**src/rtl/lsbse_pkg.sv**
```systemverilog
// Shared types and constants for the LSB stego pixel embedder.
// No dependencies; compile first.
`default_nettype none
package lsbse_pkg;
    localparam int ADDR_W     = 14;
    localparam int DATA_W     = 32;
    localparam int CFG_IDX_W  = 3;
    localparam int CFG_DATA_W = 7;
    localparam int SPAN_W     = 14;
    localparam int BUF_W      = 16;
    localparam int CNT_W      = 4;
    localparam int ADV_W      = 15;
    localparam int DIVD_W     = DATA_W + SPAN_W;

    localparam int DEF_MAX_WIDTH    = 64;
    localparam int DEF_MAX_HEIGHT   = 64;
    localparam int DEF_MAX_CHANNELS = 4;

    localparam logic [7:0] HDR_KEEP  = 8'hF8;
    localparam logic [7:0] HDR_VMASK = 8'h07;
    localparam logic [7:0] FULL_MASK = 8'hFF;
    localparam logic [8:0] SCALE_ONE = 9'd256;

    typedef enum logic [2:0] {
        CMD_LOAD    = 3'd0,
        CMD_READ    = 3'd1,
        CMD_RESTART = 3'd2,
        CMD_HEADER  = 3'd3,
        CMD_EMBED   = 3'd4,
        CMD_FLUSH   = 3'd5,
        CMD_SCATTER = 3'd6,
        CMD_NOP     = 3'd7
    } t_cmd;

    typedef enum logic [2:0] {
        CFG_BPC      = 3'd0,
        CFG_CHANNELS = 3'd1,
        CFG_WIDTH    = 3'd2,
        CFG_HEIGHT   = 3'd3,
        CFG_DEBAND   = 3'd4
    } t_cfg_idx;

    typedef enum logic [3:0] {
        ST_IDLE,
        ST_RD,
        ST_PUT_RD,
        ST_SA,
        ST_WA,
        ST_WB,
        ST_FIN
    } t_state;

    typedef enum logic [1:0] {
        OP_HEADER,
        OP_EMBED,
        OP_FLUSH
    } t_op;

    typedef struct packed {
        logic [7:0]        read_data;
        logic [ADDR_W-1:0] write_index;
        logic [7:0]        written_value;
        logic              wrote;
        logic              overflow;
        logic              range_error;
        logic              last;
    } t_rsp;
endpackage
`default_nettype wire

```
**src/rtl/lsbse_div.sv**
```systemverilog
// Restoring divider, one quotient bit per cycle, for the scatter step.
// Depends on lsbse_pkg.
`default_nettype none
module lsbse_div (
    input  wire logic                          i_clk,
    input  wire logic                          i_rst_n,
    input  wire logic                          i_start,
    input  wire logic [lsbse_pkg::DIVD_W-1:0]  i_dividend,
    input  wire logic [lsbse_pkg::DATA_W-1:0]  i_divisor,
    output logic                               o_done,
    output logic [lsbse_pkg::DIVD_W-1:0]       o_quot
);
    import lsbse_pkg::*;
    localparam int CW = $clog2(DIVD_W + 1);

    logic [DATA_W:0]   r_rem;
    logic [DIVD_W-1:0] r_quo;
    logic [DATA_W-1:0] r_dsr;
    logic [CW-1:0]     r_cnt;
    logic              r_done;
    logic [DATA_W:0]   rem_sh;
    logic              take;

    assign rem_sh = {r_rem[DATA_W-1:0], r_quo[DIVD_W-1]};
    assign take   = rem_sh >= {1'b0, r_dsr};

    always_ff @(posedge i_clk) begin
        if (!i_rst_n) begin
            r_cnt  <= '0;
            r_done <= 1'b0;
        end else if (i_start) begin
            r_cnt  <= CW'(DIVD_W);
            r_done <= 1'b0;
        end else begin
            r_done <= (r_cnt == CW'(1));
            if (r_cnt != '0) r_cnt <= r_cnt - CW'(1);
        end
    end

    always_ff @(posedge i_clk) begin
        if (i_start) begin
            r_rem <= '0;
            r_quo <= i_dividend;
            r_dsr <= i_divisor;
        end else if (r_cnt != '0) begin
            r_rem <= take ? (rem_sh - {1'b0, r_dsr}) : rem_sh;
            r_quo <= {r_quo[DIVD_W-2:0], take};
        end
    end

    assign o_done = r_done;
    assign o_quot = r_quo;

    a_no_restart_busy: assert property (@(posedge i_clk) disable iff (!i_rst_n)
        r_done |-> r_cnt == '0) else $error("divider done while busy");
endmodule
`default_nettype wire

```
**config.mk**
```make
export PLATFORM = sky130hd
export DESIGN_NAME = lsbse_div
export DESIGN_NICKNAME = d
export VERILOG_FILES = /design/src/rtl/lsbse_pkg.sv /design/src/rtl/lsbse_div.sv
export SDC_FILE = /design/constraint.sdc
export NUM_CORES = 1
export LEC_CHECK = 0
export ABC_AREA = 1
export CAP_MARGIN = 30
export CORE_ASPECT_RATIO = 0.5
export CORE_MARGIN = 3
export CORE_UTILIZATION = 52
export CTS_CLUSTER_SIZE = 24
export DETAILED_ROUTE_END_ITERATION = 10
export DONT_BUFFER_PORTS = 1
export MAX_ROUTING_LAYER = met4
export PLACE_DENSITY = 0.7
export SKIP_LAST_GASP = 1
export SLEW_MARGIN = 10
export SYNTH_ARGS = -nofsm -noshare
export SYNTH_HDL_FRONTEND = slang
export SYNTH_SLANG_ARGS = --single-unit
```
**constraint.sdc**
```tcl
create_clock -name i_clk -period 2.7 [get_ports i_clk]
set_input_delay 0.135 -clock i_clk [delete_from_list [all_inputs] [get_ports i_clk]]
set_output_delay 0.135 -clock i_clk [all_outputs]
set_load 0.05 [all_outputs]
```
# == Yosys cells after proc, flatten, opt, wreduce, memory -nomap -nowiden ==
# Cells that the tools add are included.
# word_totals
in_bits,81
register_bits,117
wordCells,19
out_inout_bits,47
# op_classes
bitwise_logic,1
add_sub_neg,2
order_cmp,1
n_reduce_logical,3
n_mux,5
eq_ne,1
# op_table
operator,n
$mux W46,2
$ge A33 B32 Y1,1
$mux W32,1
$sub A32 B32 Y32,1
$mux W6,2
$eq A6 B1 Y1 const B,1
$reduce_bool A6 Y1,1
$sub A6 B1 Y6 const B,1
$reduce_bool A2 Y1,1
$reduce_or A2 Y1,1
$not A1 Y1,1

# == Depth between registers and ports, before layout ==
# logic_depth
ltp_word,3
depth_mapped,17
mapped_depth_nobuf,16

# == Worst setup path before layout ==
# OpenSTA, ideal clock, no wires.
# synth_timing
kind,register to register
startpoint,register r_cnt[0]
endpoint,"register r_quo[0], in the netlist o_quot[0] (enable)"
period_less_slack_ns,2.327
arrival_time_ns,1.921
n_path_buf,0
setup_ns,0.406
required_time_ns,2.294
path_stages_with_launch,6
setup_slack_ns,0.373
path_cell_list,dfxtp_1 -> inv_1 -> ha_1 -> nand3_1 -> nor2_1 -> inv_1
# synth_via
elab_chain_len,2
# synth_rtl
element,line,rtl
from (decl),lsbse_div.sv:19,logic [CW-1:0] r_cnt;
from (signal assigned),lsbse_div.sv:32,r_cnt <= CW'(DIVD_W);
from (signal assigned),lsbse_div.sv:36,if (r_cnt != '0) r_cnt <= r_cnt - CW'(1);
$reduce_bool A6 Y1,lsbse_div.sv:45,end else if (r_cnt != '0) begin
$reduce_bool A2 Y1 (no source line),-,
to (signal assigned),lsbse_div.sv:43,r_quo <= i_dividend;
to (signal assigned),lsbse_div.sv:47,"r_quo <= {r_quo[DIVD_W-2:0], take};"
to (decl),lsbse_div.sv:17,logic [DIVD_W-1:0] r_quo;
# Every way passes these cells.
# A chain may end at the register's enable or synchronous reset.

# == Worst setup path after layout ==
# layout_timing
startpoint,"register r_quo[45], in the netlist o_quot[45]"
endpoint,register r_rem[16]
# layout_via
elab_chain_len,2
word_cells_on_any_way,3
cone_classes,add/sub: 1; order compare: 1; mux: 1
# layout_rtl
element,line,rtl
$sub A32 B32 Y32 or $ge A33 B32 Y1 (tied branches),"lsbse_div.sv:46, lsbse_div.sv:25",
$mux W32 (*),lsbse_div.sv:46,"r_rem <= take ? (rem_sh - {1'b0, r_dsr}) : rem_sh;"
to (signal assigned),lsbse_div.sv:46,
to (decl),lsbse_div.sv:16,logic [DATA_W:0] r_rem;
# Mark *: on every way between the ends. The rest lies on a longest branch, timed or not.

==> impl_metrics.ini <==
[run_status]
outcome = finished clean

[timing]
setup_viol = 0
clock-skew-final_ps = 14.6
worst_pin_slew_ps = 561
relSlewSlack = 0.626
fin_tns_setup_ps = 0
fmax_mhz = 411
whs_ps = 136
period_minus_slack_ps = 2430
hold_viol = 0
rsz0062_at_grt = false
slew_violations = 0
worst_slack_ps = 265
post-route-period-util = 0.902

[min_path]
hold_path_class = primary input to flop

[clocking]
cts_inserted_buffers = 17
clkTransAtPathRegs_ps = 70
htreeDepth = 4
numClockSinks = 117
tritoncts = yes
cts_buffer_depth = 2
clock_latency_ps = 430
cts_root_buf = clkbuf_16

[global_route]
grt_pass1_vias = 6905
overflow = 0
grt_pass1_wl_mm = 36.0
antenna_found_initial = 0
grt_max_degree = 88
grtUsageTotal = 0.298

[synth]
synth_nets = 1189
ys_ff_latch = 117
syn-cell-area_um2 = 7480
yosys_most_used_dff = edfxtp_1
synth_cells = 1072
yosys.area.top_type = edfxtp_1
synth_area_leaders = edfxtp_1 (31%), nand2_1 (22%), dfxtp_1 (10%)
ys_seq_area_frac = 0.417
ys_types = 36
synth_top_cell_area_share = 0.313
ys_warn_count = 0
avgSynthCellArea_um2 = 6.98
ys_async_sr_fraction = 0
synth_edf_count = 78

[routing]
drt_iter0_markers = 553
num_vias = 6999
routed_wl_mm = 22.4
dr.pass1.iters = 5
wire_per_inst_um = 16.4
drc_errors = 0
viasPerCell = 5.11
drtAntennaViolNets = 0

[pwr]
p_leak_nw = 4.73
finalPower_mw = 8.94
ir_drop_v = 0.000494
p_per_area_nw_per_um2 = 978

[worst_setup_path]
cp_common_cell = nand2_1
crit_path_start_kind = flop
cp_max_fo = 4
critPathRequiredTime_ps = 3040
crit_type = flop to flop
critPathBufInv = 2
endpoint_kind = flop
path_cells = inv_1 -> ha_1 -> fa_1 -> inv_1 -> nand3_1 -> nand3_1 -> nand2_1 -> nand3_1 -> nand2_1 -> nand2_1 -> xor2_1 -> nand2_1 -> a21oi_1
crit_slowest_cell = fa_1
arrival_ps = 2780
path_delay_family = simple AND/OR/NAND/NOR gates
slowest_delay_ps = 420

[floorplan]
start_util = 0.542
die_h_um = 90.8
die_x_um = 176
core-area_um2 = 13800
fp.dieArea_um2 = 15900
io_pins = 128
fp-row-count = 30

[cells_and_area]
area_growth_syn_to_layout_pct = 22.3
layout.nets = 1281
instances_no_fill = 1369
num-fill-cells = 1193
fin_util = 0.662
num_antenna_cells = 0
final_cell_area_um2 = 9150
drive_above_1_share = 0.0620

[placement]
dp_hpwl_mm = 15.4
placed_cells = 1255
gp_congestion = 1.04
io_buffers = 0
placed_cell_area_um2 = 7750
pre_cts_slack_ps = 168

[flow_run]
cap_violations = 0
## worst register-to-register path, stage by stage (launching register included)
cell	delay (ps)
edfxtp_1	340
inv_1	50
ha_1	220
fa_1	420
inv_1	140
nand3_1	100
nand3_1	200
nand2_1	90
nand3_1	210
nand2_1	80
nand2_1	100
xor2_1	160
nand2_1	70
a21oi_1	170
## layout by cell type (no fill, tap or decap), types with 2 or more instances in the layout
cell type,instances
a31oi_1,2
o21ai_1,10
xnor2_1,10
clkinv_4,3
edfxtp_1,78
inv_1,183
nand2_1,445
inv_6,4
nand4_1,5
nor2_2,2
clkinv_2,3
nor2_1,60
and2_1,3
nand3_1,73
o21ai_0,18
clkbuf_16,17
buf_4,13
buf_12,3
nand3b_1,6
clkinvlp_4,3
xor2_1,6
clkinv_1,11
ha_1,35
dlygate4sd3_1,79
nor3_1,5
nand2_4,2
a21oi_2,4
o21bai_1,3
dfxtp_1,39
nand3_2,5
a21oi_1,28
inv_2,8
## cell families after synthesis
family | synth area share
AO/OA/AOI/OAI | 0.0492
XOR/XNOR | 0.0187
adder cells (fa/ha/maj) | 0.0612
buffers and inverters | 0.117
flip-flops | 0.417
AND/OR/NAND/NOR | 0.337
## cell type report
cell class | instances | area [µm²] | share of cell area
Clock inverter | 14 | 129 | 0.0141
Multi-Input combinational cell | 730 | 3490 | 0.382
Tap cell | 192 | 240 | 0.0263
Sequential cell | 117 | 3120 | 0.341
Timing Repair Buffer | 96 | 976 | 0.107
Clock buffer | 18 | 429 | 0.0469
Inverter | 202 | 758 | 0.0829
## sequential cells by signal, summed over array words and instances (netlist names)
name / count
o_quot: 46
r_cnt: 6
r_rem: 32
o_done: 1
r_dsr: 32
## synthesized netlist by cell type (6+ instances only)
master    count
xnor2_1      10
o21ai_0      18
o21ai_1      10
nand2_1     445
edfxtp_1     78
clkbuf_1     13
dfxtp_1      39
xor2_1        6
clkinv_1     11
nor2_1       60
ha_1         35
a21oi_1      28
nand3_1      73
inv_1       184
nand3b_1      6
inv_2         7
## path summary, 6_finish.rpt
path,startpoint,endpoint,slack [ps],cells past startpoint
setup / recovery,o_quot[45]$_DFFE_PP_,r_rem[16]$_SDFFE_PP0N_,270,13
hold / removal,i_start,r_rem[19]$_SDFFE_PP0N_,140,4
setup reg to reg,o_quot[45]$_DFFE_PP_,r_rem[16]$_SDFFE_PP0N_,270,13
hold reg to reg,r_rem[8]$_SDFFE_PP0N_,r_rem[8]$_SDFFE_PP0N_,490,2
## metal layers
layer	vias to the layer above	GRT usage	wire length (µm)
met3	29	0.0659	1790
met1	3210	0.418	10800
met4	0	0.0869	325
li1	3496	-	-
met2	264	0.433	9530
met5	-	-	0
## where the power goes
| part | switching, mW | total, mW | internal (mW) |
|---|---|---|---|
| sequential | 0.596 | 2.89 | 2.29 |
| clock | 0.919 | 2.19 | 1.27 |
| combinational | 2.48 | 3.86 | 1.39 |
| total | 3.99 | 8.94 | 4.95 |
## repair_timing
action | CTS | global route
hold buffers | 80 | 0
gates resized for setup | 0 | 1
setup endpoints to repair | 0 | 15
endpoints found under the hold margin | 121 | 0
setup buffers | 0 | 2
No activity file was read; power rests on OpenSTA's default activity.
